--- src/ror_pkg.sv ---
// Shared types and constants for the range outlier rejection block.
package ror_pkg;

  localparam int unsigned RangeW = 16;
  localparam int unsigned TickW  = 10;
  localparam int unsigned LimitW = 15;
  localparam int unsigned RunW   = 4;
  localparam int unsigned CfgIdxW  = 2;
  localparam int unsigned CfgDataW = 15;

  localparam logic [TickW-1:0]  TickReset     = 10'd8;
  localparam logic [TickW-1:0]  IntervalReset = 10'd14;
  localparam logic [LimitW-1:0] LimitReset    = 15'd500;
  localparam logic [RunW-1:0]   MaxRunReset   = 4'd2;

  typedef enum logic [CfgIdxW-1:0] {
    CFG_DECIM_INTERVAL  = 2'd0,
    CFG_JUMP_LIMIT      = 2'd1,
    CFG_MAX_CONSECUTIVE = 2'd2
  } cfg_idx_t;

  typedef struct packed {
    logic [TickW-1:0]  decim_interval;
    logic [LimitW-1:0] jump_limit;
    logic [RunW-1:0]   max_consecutive;
  } cfg_t;

  typedef struct packed {
    logic        [TickW-1:0]  tick_count;
    logic signed [RangeW-1:0] held_range;
    logic signed [RangeW-1:0] hist0;
    logic signed [RangeW-1:0] hist1;
    logic signed [RangeW-1:0] hist2;
    logic        [RunW-1:0]   outlier_run;
  } state_t;

  typedef struct packed {
    logic signed [RangeW-1:0] range_out;
    logic                     sample_taken;
    logic                     replaced;
  } result_t;

endpackage

--- src/ror_if.sv ---
// Valid/ready channel interfaces for the input readings and the cleaned results.
interface ror_in_if;
  logic              valid;
  logic              ready;
  logic signed [15:0] raw_range;

  modport source (output valid, output raw_range, input ready);
  modport sink   (input valid, input raw_range, output ready);
endinterface

interface ror_out_if;
  logic               valid;
  logic               ready;
  logic signed [15:0] range_out;
  logic               sample_taken;
  logic               replaced;

  modport source (output valid, output range_out, output sample_taken, output replaced,
                  input ready);
  modport sink   (input valid, input range_out, input sample_taken, input replaced,
                  output ready);
endinterface

--- src/range_outlier_rejection.sv ---
// Range outlier rejection top level: one cleaned result for every input transaction.
// One transaction is taken every cycle when the result side keeps up. A reading is
// first captured in an input register; the decision logic then updates the filter state
// and loads the result register, which presents the result. The result register holds
// while the consumer stalls, and the input register keeps taking a new reading as long
// as the result register is free or being emptied in the same cycle. Configuration
// writes take effect on the next edge.
module range_outlier_rejection (
  input  logic                               clk,
  input  logic                               rst_n,
  ror_in_if.sink                             in_ch,
  ror_out_if.source                          out_ch,
  input  logic                               cfg_we,
  input  logic [ror_pkg::CfgIdxW-1:0]        cfg_index,
  input  logic [ror_pkg::CfgDataW-1:0]       cfg_wdata
);

  ror_pkg::cfg_t    cfg_r;
  ror_pkg::state_t  state_r;
  ror_pkg::state_t  state_nxt;
  ror_pkg::result_t res_nxt;
  ror_pkg::result_t res_r;

  logic               s1_valid_r;
  logic signed [15:0] s1_raw_r;
  logic               out_valid_r;
  logic               adv;
  logic               in_take;

  assign adv     = s1_valid_r && (!out_valid_r || out_ch.ready);
  assign in_take = in_ch.valid && in_ch.ready;

  assign in_ch.ready         = !s1_valid_r || adv;
  assign out_ch.valid        = out_valid_r;
  assign out_ch.range_out    = res_r.range_out;
  assign out_ch.sample_taken = res_r.sample_taken;
  assign out_ch.replaced     = res_r.replaced;

  ror_judge u_judge (
    .cur       (state_r),
    .cfg       (cfg_r),
    .raw_range (s1_raw_r),
    .nxt       (state_nxt),
    .res       (res_nxt)
  );

  always_ff @(posedge clk) begin
    if (!rst_n) begin
      cfg_r.decim_interval  <= ror_pkg::IntervalReset;
      cfg_r.jump_limit      <= ror_pkg::LimitReset;
      cfg_r.max_consecutive <= ror_pkg::MaxRunReset;
    end else if (cfg_we) begin
      case (cfg_index)
        ror_pkg::CFG_DECIM_INTERVAL:
          cfg_r.decim_interval <= cfg_wdata[ror_pkg::TickW-1:0];
        ror_pkg::CFG_JUMP_LIMIT:
          cfg_r.jump_limit <= cfg_wdata[ror_pkg::LimitW-1:0];
        ror_pkg::CFG_MAX_CONSECUTIVE:
          cfg_r.max_consecutive <= cfg_wdata[ror_pkg::RunW-1:0];
        default: begin
        end
      endcase
    end
  end

  always_ff @(posedge clk) begin
    if (!rst_n) begin
      state_r.tick_count  <= ror_pkg::TickReset;
      state_r.held_range  <= '0;
      state_r.hist0       <= '0;
      state_r.hist1       <= '0;
      state_r.hist2       <= '0;
      state_r.outlier_run <= '0;
      s1_valid_r          <= 1'b0;
      out_valid_r         <= 1'b0;
    end else begin
      if (adv) begin
        state_r <= state_nxt;
      end
      if (in_ch.ready) begin
        s1_valid_r <= in_ch.valid;
      end
      if (adv) begin
        out_valid_r <= 1'b1;
      end else if (out_ch.ready) begin
        out_valid_r <= 1'b0;
      end
    end
  end

  always_ff @(posedge clk) begin
    if (in_take) begin
      s1_raw_r <= in_ch.raw_range;
    end
    if (adv) begin
      res_r <= res_nxt;
    end
  end

  a_no_input_overrun: assert property (@(posedge clk) disable iff (!rst_n)
    !(in_take && s1_valid_r && !adv))
    else $error("Input register overwritten while still holding a reading.");

  a_sample_clears_tick: assert property (@(posedge clk) disable iff (!rst_n)
    adv && res_nxt.sample_taken |=> state_r.tick_count == '0)
    else $error("Tick count not restarted after a sample.");

  a_replace_counts_run: assert property (@(posedge clk) disable iff (!rst_n)
    adv && res_nxt.replaced |=> state_r.outlier_run != '0)
    else $error("Replacement not counted in the outlier run.");

  a_result_held: assert property (@(posedge clk) disable iff (!rst_n)
    out_valid_r && !out_ch.ready |=> out_valid_r && $stable(res_r))
    else $error("Stalled result changed before it was taken.");

endmodule

--- src/ror_judge.sv ---
// Per-tick decision: decimation, outlier test, extrapolation and history update.
module ror_judge (
  input  ror_pkg::state_t          cur,
  input  ror_pkg::cfg_t            cfg,
  input  logic signed [15:0]       raw_range,
  output ror_pkg::state_t          nxt,
  output ror_pkg::result_t         res
);

  always_comb begin
    logic signed [15:0] jump;
    logic signed [16:0] jump_x;
    logic signed [16:0] lim_x;
    logic signed [16:0] diff;
    logic signed [16:0] half;
    logic signed [16:0] extrap;
    logic               outlier;

    jump    = raw_range - cur.hist0;
    jump_x  = {jump[15], jump};
    lim_x   = {2'b00, cfg.jump_limit};
    outlier = (cur.outlier_run < cfg.max_consecutive) &&
              ((jump_x > lim_x) || (jump_x < -lim_x));
    diff    = {cur.hist0[15], cur.hist0} - {cur.hist2[15], cur.hist2};
    half    = (diff + $signed({16'd0, diff[16]})) >>> 1;
    extrap  = {cur.hist0[15], cur.hist0} + half;

    nxt              = cur;
    res.sample_taken = 1'b0;
    res.replaced     = 1'b0;

    if (cur.tick_count > cfg.decim_interval) begin
      nxt.tick_count   = '0;
      res.sample_taken = 1'b1;
      if (raw_range > 16'sd0) begin
        if (outlier) begin
          nxt.held_range  = extrap[15:0];
          nxt.outlier_run = cur.outlier_run + 4'd1;
          res.replaced    = 1'b1;
        end else begin
          nxt.held_range  = raw_range;
          nxt.outlier_run = '0;
          nxt.hist2       = cur.hist1;
          nxt.hist1       = cur.hist0;
          nxt.hist0       = raw_range;
        end
      end
    end else begin
      nxt.tick_count = cur.tick_count + 10'd1;
    end

    res.range_out = nxt.held_range;
  end

endmodule

--- src/flat_wrapper.sv ---
// flat-port wrapper written by rule: the top's interface ports become plain ports
module range_outlier_rejection_flat 
  (clk, rst_n, cfg_we, cfg_index, cfg_wdata, in_ch_valid, in_ch_raw_range, in_ch_ready, out_ch_valid, out_ch_range_out, out_ch_sample_taken, out_ch_replaced, out_ch_ready);
  ror_in_if in_ch_i ();
  ror_out_if out_ch_i ();
  input  logic clk;
  input  logic rst_n;
  input  logic cfg_we;
  input  logic [ror_pkg::CfgIdxW-1:0] cfg_index;
  input  logic [ror_pkg::CfgDataW-1:0] cfg_wdata;
  input wire logic [$bits(in_ch_i.valid)-1:0] in_ch_valid;
  input wire logic [$bits(in_ch_i.raw_range)-1:0] in_ch_raw_range;
  output wire logic [$bits(in_ch_i.ready)-1:0] in_ch_ready;
  output wire logic [$bits(out_ch_i.valid)-1:0] out_ch_valid;
  output wire logic [$bits(out_ch_i.range_out)-1:0] out_ch_range_out;
  output wire logic [$bits(out_ch_i.sample_taken)-1:0] out_ch_sample_taken;
  output wire logic [$bits(out_ch_i.replaced)-1:0] out_ch_replaced;
  input wire logic [$bits(out_ch_i.ready)-1:0] out_ch_ready;
  assign in_ch_i.valid = in_ch_valid;
  assign in_ch_i.raw_range = in_ch_raw_range;
  assign in_ch_ready = in_ch_i.ready;
  assign out_ch_valid = out_ch_i.valid;
  assign out_ch_range_out = out_ch_i.range_out;
  assign out_ch_sample_taken = out_ch_i.sample_taken;
  assign out_ch_replaced = out_ch_i.replaced;
  assign out_ch_i.ready = out_ch_ready;
  range_outlier_rejection u_core (.clk(clk), .rst_n(rst_n), .in_ch(in_ch_i), .out_ch(out_ch_i), .cfg_we(cfg_we), .cfg_index(cfg_index), .cfg_wdata(cfg_wdata));
endmodule
--- config.mk ---
export PLATFORM = sky130hd
export DESIGN_NAME = range_outlier_rejection_flat
export DESIGN_NICKNAME = d
export VERILOG_FILES = /design/src/ror_pkg.sv /design/src/ror_if.sv /design/src/range_outlier_rejection.sv /design/src/ror_judge.sv /design/src/flat_wrapper.sv
export SDC_FILE = /design/constraint.sdc
export NUM_CORES = 1
export LEC_CHECK = 0
export BUFFER_PORTS_ARGS = -buffer_cell sky130_fd_sc_hd__clkbuf_2
export CAP_MARGIN = 5
export CORE_MARGIN = 1.5
export CORE_UTILIZATION = 40
export DETAILED_ROUTE_END_ITERATION = 10
export PLACE_DENSITY_LB_ADDON = 0.08
export SLEW_MARGIN = 20
export SYNTH_ARGS = -nofsm -noshare
export SYNTH_HDL_FRONTEND = slang
export SYNTH_SLANG_ARGS = --single-unit
--- constraint.sdc ---
create_clock -name clk -period 7.4 [get_ports clk]
set_input_delay 1.48 -clock clk [delete_from_list [all_inputs] [get_ports clk]]
set_output_delay 1.48 -clock clk [all_outputs]
set_load 0.005 [all_outputs]
==> impl_metrics.json <==
{
  "outcome": "finished, final reports clean",
  "fin_nets": 1245,
  "yosys_warnings": 0,
  "power.density_nw_per_um2": 187,
  "critical_path_class": "reg2reg",
  "cp.arrival_ns": 5.82,
  "grt_pass1_wl_mm": 37.0,
  "setup_viol": 0,
  "diodes": 0,
  "synth_area_um2": 9260,
  "dp.final_hpwl_mm": 17.4,
  "clock_skew_ns": 0.0120,
  "crit_path_end_kind": "flop",
  "wl_mm": 22.8,
  "area_growth_pct": 12.3,
  "grt_pass1_vias": 6957,
  "synthesis.nets": 1197,
  "tns_ns": 0,
  "critPathTopFamily": "compound AO/OA/AOI/OAI gates",
  "worstSkewPairLatency_ns": 0.42,
  "worstMarginPinSlew_ns": 1.02,
  "synth_cells": 1062,
  "initial_core_util": 0.408,
  "cp_cell_sequence": "inv_1 -> ha_1 -> inv_1 -> fa_1 -> a211o_1 -> a2111o_1 -> nor4b_1 -> o31a_1 -> o21ai_1 -> nor2b_1 -> ha_1 -> nand4_4 -> nor2_1 -> xnor2_1 -> ha_1 -> nand3_1 -> nor2_1 -> and3_1 -> a211oi_1 -> a211o_1 -> xnor2_1 -> xnor2_1 -> xnor2_1 -> a22o_1",
  "p_leak_nw": 4.68,
  "grt_util_all_layers": 0.196,
  "io_pins": 58,
  "yosysSeqAreaShare": 0.346,
  "syn_area_per_cell_um2": 8.72,
  "slew_viol_final": 0,
  "numCtsBuffers": 17,
  "synthMostInstantiatedCell": "nand2_1",
  "vias_per_cell": 5.29,
  "finish.utilization": 0.458,
  "cts_hold_buf": 0,
  "drive_above_1_share": 0.0926,
  "cp_data_required_time_ns": 7.57,
  "clock-root-buffer": "clkbuf_16",
  "netlist.area_leader.share": 0.236,
  "path_buf_inv": 2,
  "synth_edf_count": 34,
  "max_freq_ghz": 0.177,
  "cts_max_level": 4,
  "setup.worst_path.start_class": "flop",
  "cts_max_path_buffers": 2,
  "cts.sinks": 143,
  "hold_class": "reg2reg",
  "grt_max_degree": 98,
  "min_period_ns": 5.64,
  "place.gp.congestion": 0.874,
  "port_buffers": 57,
  "async_reset_ff_frac": 0,
  "period_share": 0.763,
  "ir_worst_vdd_v": 0.000129,
  "dieArea_um2": 24100,
  "relSlewSlack": 0.323,
  "die_y_um": 155,
  "drtPass1Iterations": 5,
  "grt.overflow.total": 0,
  "die_x_um": 155,
  "post_cts_resize_count": 0,
  "synthTopCellsByCount": "162 x nand2_1, 109 x dfxtp_1, 94 x ha_1",
  "rows": 55,
  "rsz0062_at_grt": "no",
  "grt_antenna_before_repair": 0,
  "num_vias": 7452,
  "cp_max_fo": 5,
  "max-cap-violations": 0,
  "final_antenna_net_count": 0,
  "max_stage_delay_ns": 0.41,
  "stdcell_area_um2": 10400,
  "ys_top_cells_by_area": "dfxtp_1 24%, ha_1 13%, edfxtp_1 11%, mux2i_1 7.0%, nand2_1 6.6%",
  "crit_slowest_cell": "fa_1",
  "core_um2": 22700,
  "place_area_um2": 9810,
  "path_clk_slew_ns": 0.06,
  "yosys.area.top_type": "dfxtp_1",
  "synth-seq-cells": 143,
  "cts_tree": "done",
  "drt-initial-drc-count": 480,
  "synthDistinctLibCells": 71,
  "hold_viol": 0,
  "post_cts_buffers": 0,
  "ys.flop_type": "dfxtp_1",
  "drc": 0,
  "cp_common_cell": "xnor2_1",
  "drt-wirelength-per-cell_um": 16.2
}
-- path summary, 6_finish.rpt --
check                                        start                           to  slack, ns  cells past startpoint
worst max-delay path            u_core.state_r[36]  u_core.out_ch.range_out[15]       1.76                     24
worst min-delay path              u_core.cfg_r[26]             u_core.cfg_r[26]       0.45                      2
worst max register to register  u_core.state_r[36]  u_core.out_ch.range_out[15]       1.76                     24
worst min register to register    u_core.cfg_r[26]             u_core.cfg_r[26]       0.45                      2
-- stage by stage --
step / worst slack (ns) / hold WS (ns) / cells / total power (W)
2_1_floorplan: 2.40 / 0.436 / 1062 / 0.00101
3_3_place_gp: 1.87 / 0.443 / 1376 / 0.00109
3_5_place_dp: 1.77 / 0.447 / 1376 / 0.00109
4_1_cts: 1.75 / 0.456 / 1408 / 0.00197
5_1_grt: 1.40 / 0.482 / 1408 / 0.00203
6_report: 1.76 / 0.452 / 1408 / 0.00195
-- power by group --
group	switching, W	total (W)	internal, W
Clock	0.000347	0.000878	0.000531
Sequential	0.0000204	0.000839	0.000819
Combinational	0.000138	0.000230	0.0000926
Total	0.000505	0.00195	0.00144
-- worst register-to-register path: stages (launching register included) --
cell and delay (ns):
dfxtp_1 0.37, inv_1 0.08, ha_1 0.16, inv_1 0.06, fa_1 0.41, a211o_1 0.29, a2111o_1 0.41, nor4b_1 0.17
o31a_1 0.30, o21ai_1 0.34, nor2b_1 0.18, ha_1 0.27, nand4_4 0.16, nor2_1 0.16, xnor2_1 0.08, ha_1 0.39
nand3_1 0.13, nor2_1 0.23, and3_1 0.19, a211oi_1 0.10, a211o_1 0.28, xnor2_1 0.18, xnor2_1 0.16, xnor2_1 0.11
a22o_1 0.20
-- final cells by class --
type,instances,area [um2]
flip-flops and latches,143,3200
clock buffers,19,433
well taps,285,357
repair buffers,63,330
clock inverters,13,160
inverters,84,315
multi-input cells,801,5610
fillers,2284,12300
-- kinds of logic after synthesis --
group / count (synthesis) / share of synthesized area
multiplexers: 65 / 0.0702
buffers and inverters: 118 / 0.0494
XOR/XNOR: 71 / 0.0679
adder cells (fa/ha/maj): 97 / 0.133
AO/OA/AOI/OAI: 225 / 0.157
AND/OR/NAND/NOR: 343 / 0.176
flip-flops: 143 / 0.346
-- layout by cell type, fill, tap and decap left out, types with 6 or more instances in the layout --
cell | synthesis | layout
a211oi_1 | 8 | 8
nand2b_1 | 7 | 7
o21ai_1 | 22 | 22
a21oi_1 | 63 | 63
o211ai_1 | 15 | 15
xor2_1 | 18 | 18
nor3_1 | 15 | 15
edfxtp_1 | 34 | 34
clkbuf_2 | 0 | 56
dfxtp_1 | 109 | 109
xnor2_1 | 52 | 52
buf_4 | 0 | 6
o21ai_0 | 35 | 35
nand2_1 | 162 | 161
nor4_1 | 12 | 12
ha_1 | 94 | 94
nand3_1 | 21 | 21
clkbuf_16 | 0 | 17
o21a_1 | 12 | 12
nor2b_1 | 12 | 12
nand4_1 | 19 | 19
a21o_1 | 22 | 22
mux2i_1 | 65 | 65
and3_1 | 10 | 10
nor2_1 | 55 | 54
inv_1 | 82 | 82
-- state kept, by name, indices dropped and copies added, names as in the netlist --
name and cells:
u_core.out_ch.valid 1, u_core.out_ch.sample_taken 1, u_core.cfg_r 29, u_core.out_ch.range_out 16
u_core.s1_raw_r 16, u_core.state_r 78, u_core.out_ch.replaced 1, u_core.s1_valid_r 1
-- routing by layer --
layer	track usage	vias to the layer above	share of wire
met1	0.288	3430	0.52
met5	0	-	0
li1	-	3869	-
met3	0.0334	16	0.047
met4	0.0512	0	0.010
met2	0.295	137	0.43
(Power assumes the default switching activity.)
